## config.mk

```make
export PLATFORM = sky130hd
export DESIGN_NAME = rfid_ascii_hex_frame_decoder_unit
export DESIGN_NICKNAME = d
export VERILOG_FILES = /design/src/hdl/rfid_pkg.sv /design/src/hdl/rfid_cfg_regs.sv /design/src/hdl/rfid_frame_decode.sv /design/src/hdl/rfid_ascii_hex_frame_decoder_unit.sv
export VERILOG_INCLUDE_DIRS = /design/src /design/src/hdl
export SDC_FILE = /design/constraint.sdc
export NUM_CORES = 1
export LEC_CHECK = 0
export BUFFER_PORTS_ARGS = -buffer_cell sky130_fd_sc_hd__buf_2
export CORE_AREA = 3 3 155 157
export CTS_BUF_LIST = sky130_fd_sc_hd__clkbuf_16
export CTS_CLUSTER_DIAMETER = 200
export DETAILED_ROUTE_END_ITERATION = 10
export DIE_AREA = 0 0 158 160
export PLACE_DENSITY = 0.76
export SETUP_SLACK_MARGIN = 0.3
export SLEW_MARGIN = 0
export SYNTH_ARGS = -nofsm -noshare
export SYNTH_HDL_FRONTEND = slang
export SYNTH_SLANG_ARGS = --single-unit
```

## constraint.sdc

```tcl
create_clock -name clk -period 4.1 [get_ports clk]
set_input_delay 0.82 -clock clk [delete_from_list [all_inputs] [get_ports clk]]
set_output_delay 0.82 -clock clk [all_outputs]
set_load 0.03 [all_outputs]
```

## src/hdl/rfid_ascii_hex_frame_decoder_unit_macros.svh

```systemverilog
// assertion helpers used by the frame decoder
`ifndef RFID_ASCII_HEX_FRAME_DECODER_UNIT_MACROS_SVH
`define RFID_ASCII_HEX_FRAME_DECODER_UNIT_MACROS_SVH

// same-cycle implication, checked outside reset
`define RFID_ASSERT_IMP(lbl, ante, cons) \
	lbl: assert property (@(posedge clk) disable iff (!arst_n) (ante) |-> (cons)) \
		else $error("rfid decoder check failed");

// next-cycle implication, checked outside reset
`define RFID_ASSERT_NEXT(lbl, ante, cons) \
	lbl: assert property (@(posedge clk) disable iff (!arst_n) (ante) |=> (cons)) \
		else $error("rfid decoder check failed");

`endif

```

## src/hdl/rfid_pkg.sv

```systemverilog
package rfid_pkg;

	// frame bytes and character count
	localparam logic [7:0] START_BYTE = 8'h02;
	localparam logic [7:0] END_BYTE   = 8'h03;
	localparam logic [7:0] CHAR_NINE  = 8'h39;
	localparam logic [7:0] CHAR_SEVEN = 8'h37;
	localparam logic [7:0] CHAR_ZERO  = 8'h30;
	localparam logic [3:0] CHAR_COUNT = 4'd12;
	localparam int         NUM_BYTES  = 6;
	localparam int         CHECK_BYTES = 5;

	// card slots
	localparam int NUM_SLOTS = 4;
	localparam int CARD_REGS = 4;
	localparam int MASK_W    = 4;
	localparam int ID_W      = 32;

	// configuration port
	localparam int CFG_IDX_W = 3;
	localparam int CFG_DATA_W = 32;
	localparam logic [CFG_IDX_W-1:0] REG_CARD_ID_A   = 3'd0;
	localparam logic [CFG_IDX_W-1:0] REG_CARD_ID_B   = 3'd1;
	localparam logic [CFG_IDX_W-1:0] REG_CARD_ID_C   = 3'd2;
	localparam logic [CFG_IDX_W-1:0] REG_CARD_ID_D   = 3'd3;
	localparam logic [CFG_IDX_W-1:0] REG_SLOT_ENABLE = 3'd4;

	localparam int IN_DATA_W  = 8;
	localparam int OUT_DATA_W = 64;

	typedef enum logic [1:0] {
		ST_VALID     = 2'd0,
		ST_BAD_CHECK = 2'd1,
		ST_BAD_END   = 2'd2
	} frame_status_t;

	typedef enum logic {
		FS_HUNT  = 1'b0,
		FS_FRAME = 1'b1
	} frame_state_t;

	typedef struct packed {
		logic [CARD_REGS-1:0][ID_W-1:0] card_id;
		logic [MASK_W-1:0]              slot_enable;
	} cfg_regs_t;

	// packed from the top bit down, so frame_status lands in the lowest bits
	typedef struct packed {
		logic [1:0]        pad;
		logic [MASK_W-1:0] match_mask;
		logic [7:0]        received_check;
		logic [7:0]        computed_check;
		logic [ID_W-1:0]   tag_id;
		logic [7:0]        tag_version;
		frame_status_t     frame_status;
	} result_t;

	// ascii hex digit to nibble value, no validity check
	function automatic logic [7:0] hex_value(input logic [7:0] c);
		hex_value = (c > CHAR_NINE) ? (c - CHAR_SEVEN) : (c - CHAR_ZERO);
	endfunction

endpackage

```

## src/hdl/rfid_cfg_regs.sv

```systemverilog
module rfid_cfg_regs (
	input  logic                               clk,
	input  logic                               arst_n,
	input  logic                               cfg_we,
	input  logic [rfid_pkg::CFG_IDX_W-1:0]     cfg_index,
	input  logic [rfid_pkg::CFG_DATA_W-1:0]    cfg_wdata,
	output rfid_pkg::cfg_regs_t                cfg
);
	import rfid_pkg::*;

	cfg_regs_t cfg_q;

	// register writes, unknown indexes ignored
	always_ff @(posedge clk or negedge arst_n) begin
		if (!arst_n) begin
			cfg_q <= '0;
		end else if (cfg_we) begin
			case (cfg_index)
				REG_CARD_ID_A: begin
					cfg_q.card_id[0] <= cfg_wdata;
				end
				REG_CARD_ID_B: begin
					cfg_q.card_id[1] <= cfg_wdata;
				end
				REG_CARD_ID_C: begin
					cfg_q.card_id[2] <= cfg_wdata;
				end
				REG_CARD_ID_D: begin
					cfg_q.card_id[3] <= cfg_wdata;
				end
				REG_SLOT_ENABLE: begin
					cfg_q.slot_enable <= cfg_wdata[MASK_W-1:0];
				end
				default: begin
				end
			endcase
		end
	end

	assign cfg = cfg_q;

endmodule

```

## src/hdl/rfid_frame_decode.sv

```systemverilog
`include "rfid_ascii_hex_frame_decoder_unit_macros.svh"

module rfid_frame_decode (
	input  logic                          clk,
	input  logic                          arst_n,
	input  logic                          in_valid,
	input  logic [7:0]                    in_byte,
	input  rfid_pkg::cfg_regs_t           cfg,
	input  logic                          out_ready,
	output logic                          advance,
	output logic                          out_valid,
	output rfid_pkg::result_t             result
);
	import rfid_pkg::*;

	frame_state_t state_q, state_d;
	logic [3:0]   count_q, count_d;
	logic [NUM_BYTES-1:0][7:0] dec_q;
	logic         out_valid_q;
	result_t      result_q;

	logic         is_result;
	logic         write_char;
	logic [7:0]   nibble;
	logic [2:0]   byte_idx;
	logic [7:0]   chk;
	logic [ID_W-1:0] id;
	frame_status_t status;
	logic [MASK_W-1:0] mask;
	result_t      result_d;

	assign nibble   = hex_value(in_byte);
	assign byte_idx = count_q[3:1];

	// control decode per state
	always_comb begin
		is_result  = 1'b0;
		write_char = 1'b0;
		case (state_q)
			FS_HUNT: begin
			end
			FS_FRAME: begin
				is_result  = (count_q == CHAR_COUNT);
				write_char = (count_q != CHAR_COUNT);
			end
			default: begin
			end
		endcase
	end

	// take the word unless a result would overwrite one still waiting
	assign advance = in_valid && (!is_result || !out_valid_q || out_ready);

	// next state
	always_comb begin
		state_d = state_q;
		count_d = count_q;
		case (state_q)
			FS_HUNT: begin
				if (in_byte == START_BYTE) begin
					state_d = FS_FRAME;
					count_d = '0;
				end
			end
			FS_FRAME: begin
				if (count_q == CHAR_COUNT) begin
					state_d = FS_HUNT;
					count_d = '0;
				end else begin
					count_d = count_q + 4'd1;
				end
			end
			default: begin
				state_d = FS_HUNT;
				count_d = '0;
			end
		endcase
	end

	always_ff @(posedge clk or negedge arst_n) begin
		if (!arst_n) begin
			state_q <= FS_HUNT;
			count_q <= '0;
		end else if (advance) begin
			state_q <= state_d;
			count_q <= count_d;
		end
	end

	// character packing, high nibble first
	always_ff @(posedge clk) begin
		if (advance && write_char) begin
			if (!count_q[0]) begin
				dec_q[byte_idx] <= {nibble[3:0], 4'h0};
			end else begin
				dec_q[byte_idx] <= dec_q[byte_idx] + nibble;
			end
		end
	end

	// checksum, id and slot match on the end word
	always_comb begin
		chk = '0;
		for (int i = 0; i < CHECK_BYTES; i++) begin
			chk = chk ^ dec_q[i];
		end
		id = {dec_q[1], dec_q[2], dec_q[3], dec_q[4]};
		if (in_byte != END_BYTE) begin
			status = ST_BAD_END;
		end else if (chk != dec_q[5]) begin
			status = ST_BAD_CHECK;
		end else begin
			status = ST_VALID;
		end
		mask = '0;
		for (int i = 0; i < MASK_W; i++) begin
			if (i < NUM_SLOTS) begin
				mask[i] = (status == ST_VALID) && cfg.slot_enable[i] &&
					(cfg.card_id[i] == id);
			end
		end
		result_d.pad            = '0;
		result_d.match_mask     = mask;
		result_d.received_check = dec_q[5];
		result_d.computed_check = chk;
		result_d.tag_id         = id;
		result_d.tag_version    = dec_q[0];
		result_d.frame_status   = status;
	end

	// result register
	always_ff @(posedge clk or negedge arst_n) begin
		if (!arst_n) begin
			out_valid_q <= 1'b0;
		end else if (advance && is_result) begin
			out_valid_q <= 1'b1;
		end else if (out_ready) begin
			out_valid_q <= 1'b0;
		end
	end

	always_ff @(posedge clk) begin
		if (advance && is_result) begin
			result_q <= result_d;
		end
	end

	assign out_valid = out_valid_q;
	assign result    = result_q;

	`RFID_ASSERT_IMP(a_count_range, state_q == FS_FRAME, count_q <= CHAR_COUNT)
	`RFID_ASSERT_IMP(a_mask_only_valid, out_valid_q && result_q.frame_status != ST_VALID,
		result_q.match_mask == '0)
	`RFID_ASSERT_NEXT(a_result_loaded, advance && is_result, out_valid_q)
	`RFID_ASSERT_NEXT(a_back_to_hunt, advance && is_result, state_q == FS_HUNT)

endmodule

```

## src/hdl/rfid_ascii_hex_frame_decoder_unit.sv

```systemverilog
// throughput: one byte per cycle; the decode is combinational logic between the
// input register and the result register; a waiting result stalls input only when the next frame's end word arrives
// reset: arst_n clears the hunt state, valid flags and the card registers at once;
// the decoded byte store is not reset and is always filled before it is read
module rfid_ascii_hex_frame_decoder_unit (
	input  logic                            clk,
	input  logic                            arst_n,
	input  logic                            s_axis_tvalid,
	output logic                            s_axis_tready,
	// tdata: rx_byte [7:0]
	input  logic [rfid_pkg::IN_DATA_W-1:0]  s_axis_tdata,
	output logic                            m_axis_tvalid,
	input  logic                            m_axis_tready,
	// tdata: frame_status [1:0], tag_version [9:2], tag_id [41:10],
	// computed_check [49:42], received_check [57:50], match_mask [61:58], zero [63:62]
	output logic [rfid_pkg::OUT_DATA_W-1:0] m_axis_tdata,
	input  logic                            cfg_we,
	input  logic [rfid_pkg::CFG_IDX_W-1:0]  cfg_index,
	input  logic [rfid_pkg::CFG_DATA_W-1:0] cfg_wdata
);
	import rfid_pkg::*;

	logic      valid_s1;
	logic [7:0] byte_s1;
	logic      advance;
	cfg_regs_t cfg;
	result_t   result;

	// input register
	assign s_axis_tready = !valid_s1 || advance;

	always_ff @(posedge clk or negedge arst_n) begin
		if (!arst_n) begin
			valid_s1 <= 1'b0;
		end else if (s_axis_tready) begin
			valid_s1 <= s_axis_tvalid;
		end
	end

	always_ff @(posedge clk) begin
		if (s_axis_tvalid && s_axis_tready) begin
			byte_s1 <= s_axis_tdata;
		end
	end

	rfid_cfg_regs u_cfg (
		.clk       (clk),
		.arst_n    (arst_n),
		.cfg_we    (cfg_we),
		.cfg_index (cfg_index),
		.cfg_wdata (cfg_wdata),
		.cfg       (cfg)
	);

	rfid_frame_decode u_decode (
		.clk       (clk),
		.arst_n    (arst_n),
		.in_valid  (valid_s1),
		.in_byte   (byte_s1),
		.cfg       (cfg),
		.out_ready (m_axis_tready),
		.advance   (advance),
		.out_valid (m_axis_tvalid),
		.result    (result)
	);

	assign m_axis_tdata = result;

endmodule
```

Word-level counts from Yosys, hierarchy flattened:

Index checks and enable logic that the tools add are counted.

* register bits: 257
* input port bits: 48
* word-level logic and storage cells: 96

* add/sub/neg operators: 4
* $lt $le $gt $ge: 3
* equality and inequality tests: 14
* muxes and demuxes: 20
* bitwise gates (word level): 5
* reduce and logical (&&, ||, !) cells: 28

Operators by type and width (count)
* $eq 32x32->1: 4
* $bwmux 48: 2
* $mux 48: 1
* $xor 8x8->8: 4
* $bmux 8 s3: 1
* $demux 8 s3: 1
* $mux 8: 3
* $sub 8x6->8 const B: 2
* $logic_and 1x1->1: 13
* $reduce_and 2->1: 6
* $add 8x8->8: 1
* $eq 8x2->1 const B: 1
* $gt 8x6->1 const B: 1
* $mux 4: 2
* $ne 8x2->1 const B: 1
* $ne 8x8->1: 1
* $pmux 4 s2: 1
* $mux 1: 7
* $eq 3x2->1 const B: 2
* $add 4x1->4 const B: 1
* $eq 4x4->1 const B: 1
* $lt 3x4->1 const B: 1
* $ne 4x4->1 const B: 1
* $eq 3x1->1 const B: 1
* 11 further kinds: 15

Depth between registers and ports, before layout:

* word-level depth: 10
* depth in mapped cells: 13

Hierarchy:

From an unflattened synthesis, not the netlist that was laid out.

* cells, all modules: 913
* area, all modules: 12268.0 um^2

By module, submodules not included
* rfid_frame_decode: instances 1, cells each 618, area each 6993.0 um^2, sequential area each 3453.3 um^2
* rfid_cfg_regs: instances 1, cells each 283, area each 4981.0 um^2, sequential area each 3303.2 um^2
* rfid_ascii_hex_frame_decoder_unit: instances 1, cells each 12, area each 294.0 um^2, sequential area each 265.3 um^2

Least setup slack after synthesis:

OpenSTA, ideal clock, no wires.

* path kind: register -> register
* start: register u_decode.count_q[1]
* end: register u_decode.result_q (netlist bit u_decode.result[0]) (enable)
* setup time: 0.484 ns
* arrival time: 3.883 ns
* slack: -0.266 ns
* stages on the path, launching flop included: 8
* path buffers: 1
* clock period less this slack: 4.366 ns
* cell sequence: dfrtp_1 > buf_4 > inv_1 > ha_1 > nand3_1 > inv_1 > nand3_1 > nor2_1

* cells in the longest elaborated chain, start to end: 7

RTL lines
* start, declared: line rfid_frame_decode.sv:17 `logic [3:0] count_q, count_d;`
* start signal, assigned: line rfid_frame_decode.sv:86 `count_q <= count_d;`
* $eq 4x4->1 (*): line rfid_frame_decode.sv:43 `is_result = (count_q == CHAR_COUNT);`
* $mux 1 (*): line rfid_frame_decode.sv:39 `case (state_q)`
* $logic_not 1->1: line rfid_frame_decode.sv:52 `assign advance = in_valid && (!is_result || !out_valid_q || out_ready);`
* $logic_or 1x1->1 (2 in a row): line rfid_frame_decode.sv:52
* $logic_and 1x1->1: line rfid_frame_decode.sv:52
* $logic_and 1x1->1 (*): line rfid_frame_decode.sv:143 `if (advance && is_result) begin`
* end signal, assigned: line rfid_frame_decode.sv:144 `result_q <= result_d;`
* end, declared: line rfid_frame_decode.sv:20 `result_t result_q;`

Every way passes the cells marked *; elsewhere a longest branch is shown, timed or not.
A chain may end at the register's enable or synchronous reset.

Worst setup path in the final report:

* start: register byte_s1[0]
* end: register u_decode.dec_q[15] (netlist name), data pin

* cells in the longest elaborated chain, start to end: 5

RTL lines
* start, declared: line rfid_ascii_hex_frame_decoder_unit.sv:24 `logic [7:0] byte_s1;`
* start signal, assigned: line rfid_ascii_hex_frame_decoder_unit.sv:42 `byte_s1 <= s_axis_tdata;`
* $sub 8x6->8 / $gt 8x6->1 (equally long branches): line rfid_pkg.sv:60 `hex_value = (c > CHAR_NINE) ? (c - CHAR_SEVEN) : (c - CHAR_ZERO);`
* $mux 8 (*): line rfid_pkg.sv:60
* $add 8x8->8: line rfid_frame_decode.sv:96 `dec_q[byte_idx] <= dec_q[byte_idx] + nibble;`
* $bwmux 48: line rfid_frame_decode.sv:96
* $mux 48 (*): line rfid_frame_decode.sv:93 `if (!count_q[0]) begin`
* end signal, assigned by index: line rfid_frame_decode.sv:94 `dec_q[byte_idx] <= {nibble[3:0], 4'h0};`
* end signal, assigned by index: line rfid_frame_decode.sv:96
* end, declared: line rfid_frame_decode.sv:18 `logic [NUM_BYTES-1:0][7:0] dec_q;`

Marks and branches as above.

==> results.cfg <==
[layout]
multiInputGateArea_um2 = 4980
fillCellCount = 1762
layout_commonest_cell = dfrtp_1
area_delta_synth_final_pct = 12.8
post_layout_nonfiller_instances = 1339
diodes = 0
final_nets = 1099
seqCellArea_um2 = 7020
post_route_cells_drive_above_1_share = 0.291
fin_area_um2 = 13900
mostFrequentLayoutCells = dfrtp_1, mux2_2, edfxtp_1, buf_2, xnor2_1

[worst_setup_path]
max_stage_delay_ns = 0.46
cp-end-kind = flip-flop
crit_fanout = 6
crit_family = compound AO/OA/AOI/OAI gates
worstPathArrival_ns = 3.80
required_ns = 4.36
worstSetupStartpointType = flip-flop
crit_top_cell = a21o_1
critPathKind = flip-flop to flip-flop
path_cells = inv_1, ha_1, o21bai_1, a311oi_2, mux2_2, ha_1, a21o_1, a21o_1, a21o_1, a31oi_1, a21oi_1, o31ai_4, nor2_1
cp_num_buf_inv = 1
cpMaxStageDelayCell = a311oi_2

[placed_design]
place_hpwl_um = 21500
place_area_um2 = 13100
dp.cells = 1289
post-place-ws_ns = 0.416
gp_congestion = 0.859
portBuffers = 111

[yosys]
syn_area_per_cell_um2 = 13.1
syn_inst = 937
ys_ff_latch = 257
synth_top_family_by_area = multiplexers
syn-cell-area_um2 = 12300
synth_edf_count = 118
synth_compound_area_frac = 0.0405
ys_async_sr_fraction = 0.541
yosys.area_share.simple = 0.0828
seq_area_frac_synth = 0.572
yosysWarnings = 0
synth_xor_area_frac = 0.126
synth_adder_area_share = 0.0189
synth_cell_types = 63
ys.flop_type = dfrtp_1
muxShareOfSynthArea = 0.135

[power_and_ir_drop]
comb_power_share = 0.217
pwr_density_cell_nw_per_um2 = 505
seqPwrFrac = 0.473
p_leak_nw = 5.44
internal-power_mw = 4.93
vdd_ir_drop_max_uv = 319
pwr-share-clk = 0.310
switchingPower_mw = 2.07
switching_share = 0.296

[floorplanning]
die_area_um2 = 25300
boundaryPins = 114
initial_core_util = 0.543
fp-row-count = 55
die_w_um = 158
coreArea_um2 = 22600
dieHeight_um = 160

[clocking]
path_clk_slew_ns = 0.06
postCtsHoldBufs = 0
cts_inserted_buffers = 27
cts_tree = yes
htreeDepth = 1
postCtsSetupRepairBufs = 0
root_buffer = clkbuf_16
cts-resized-gates = 0
clockBufferDepth = 3
cts.sinks = 257
insertion_delay_ns = 0.53

[routing]
vias = 7863
wire_per_inst_um = 22.5
drtPass1Iterations = 5
vias_per_cell = 5.87
drt_wl_total_um = 30200
postRouteAntennaNets = 0
drc_errors = 0
dr.first_iter.drc_count = 697

[global_routing]
globalRouteTotalUtil = 0.239
grt_pass1_wl_um = 46300
grt_pass1_vias = 7794
grt_max_degree = 94
overflow = 0
antenna_found_initial = 1

[sta]
setup_slack_ns = 0.565
hold_viol_final = 0
min_period_over_period = 0.862
hold_slack_ns = 0.207
setup_viol = 0
slew_headroom = 0.431
tightest_slew_ns = 0.850
clock.fmax_ghz = 0.283
setup_tns_ns = 0
fin_skew_ns = 0.0139
maxSlewViolCount = 0
rsz0062_at_grt = false
period_minus_slack_ns = 3.53

[flow_run]
cap_violations = 0

[hold_path]
hold_class = input port to async pin

[outcome]
status = finished clean
-- metrics by stage --
stage / power (mW) / util
after global placement: 4.80 / 0.577
after CTS: 7.01 / 0.612
after global routing: 7.32 / 0.612
final: 6.99 / 0.612
after detailed placement: 4.85 / 0.577
after floorplan: 4.42 / -
-- synthesized netlist by cell type, types with 2 or more instances --
library cell	number	area [µm²]
buf_1	6	22.5
nor2b_1	2	12.5
a221oi_1	3	26.3
nor2_1	64	240
xnor2_1	98	858
or3_1	7	43.8
or2_2	2	12.5
inv_1	12	45.0
a211oi_1	2	15.0
or2b_1	2	15.0
nand2b_1	3	18.8
nor4_1	16	100
a22o_1	3	26.3
dfrtp_1	139	3480
buf_4	7	52.6
and3_1	7	43.8
nor3_1	20	100
a22oi_1	12	90.1
nand3_1	18	90.1
a211o_1	3	26.3
a21oi_1	11	55.1
xor2_1	72	631
edfxtp_1	118	3540
ha_1	17	213
nand2_1	27	101
mux2_2	137	1540
o21ai_0	13	65.1
clkbuf_1	28	105
a21o_1	4	30.0
nand4_1	22	138
o21a_1	2	15.0
mux2i_1	11	110
clkbuf_2	2	10.0
a31oi_1	5	31.3
and2_1	2	12.5
xnor3_1	2	45.0
buf_2	12	60.1
-- power groups by stage --
| stage | combinational [mW] | sequential [mW] | clock [mW] |
|---|---|---|---|
| 2_1_floorplan | 1.17 | 3.25 | 0 |
| 3_3_place_gp | 1.47 | 3.33 | 0 |
| 3_5_place_dp | 1.50 | 3.35 | 0 |
| 4_1_cts | 1.51 | 3.30 | 2.20 |
| 5_1_grt | 1.67 | 3.35 | 2.30 |
| 6_report | 1.52 | 3.31 | 2.17 |
-- layout make-up --
| cell class | count | share of cell area |
|---|---|---|
| Multi-Input combinational cell | 613 | 0.359 |
| Clock buffer | 27 | 0.0488 |
| Tap cell | 285 | 0.0257 |
| Timing Repair Buffer | 122 | 0.0483 |
| Sequential cell | 257 | 0.507 |
| Inverter | 12 | 0.00325 |
| Clock inverter | 23 | 0.00750 |
-- final timing paths --
check                                        startpoint  cells after the start  slack [ns]                              end
setup / recovery                   byte_s1[0]$_DFFE_PP_                     13        0.57     u_decode.dec_q[15]$_DFFE_PP_
setup reg to reg                   byte_s1[0]$_DFFE_PP_                     13        0.57     u_decode.dec_q[15]$_DFFE_PP_
hold reg to reg            u_decode.dec_q[41]$_DFFE_PP_                      0        0.51    u_decode.result[51]$_DFFE_PP_
hold / removal                                   arst_n                      1        0.21        u_cfg.cfg[70]$_DFFE_PN0P_
max in group asynchronous                        arst_n                      2        3.03  u_decode.count_q[0]$_DFFE_PN0P_
min in group clk                        s_axis_tdata[5]                      1        0.47             byte_s1[5]$_DFFE_PP_
-- sequential cells by signal, summed over array words and instances (netlist names) --
name / flops
byte_s1: 8
u_cfg.cfg: 132
u_decode.count_q: 4
u_decode.dec_q: 48
u_decode.out_valid: 1
u_decode.result: 62
u_decode.state_q: 1
valid_s1: 1
-- per-layer routing --
| layer | GRT usage | vias up | wire length (µm) |
|---|---|---|---|
| li1 | - | 3524 | - |
| met1 | 0.355 | 3951 | 13300 |
| met2 | 0.363 | 316 | 13700 |
| met3 | 0.0450 | 70 | 2170 |
| met4 | 0.0696 | 2 | 924 |
| met5 | 0 | - | 12 |
-- kinds of logic (layout without fill, tap and decap cells) --
group	count (synthesis)	after routing
adder cells (fa/ha/maj)	18	18
XOR/XNOR	173	173
multiplexers	148	148
AND/OR/NAND/NOR	202	202
other	1	2
AO/OA/AOI/OAI	70	70
buffers and inverters	68	184
flip-flops	257	257
No activity file was read; power rests on OpenSTA's default activity.
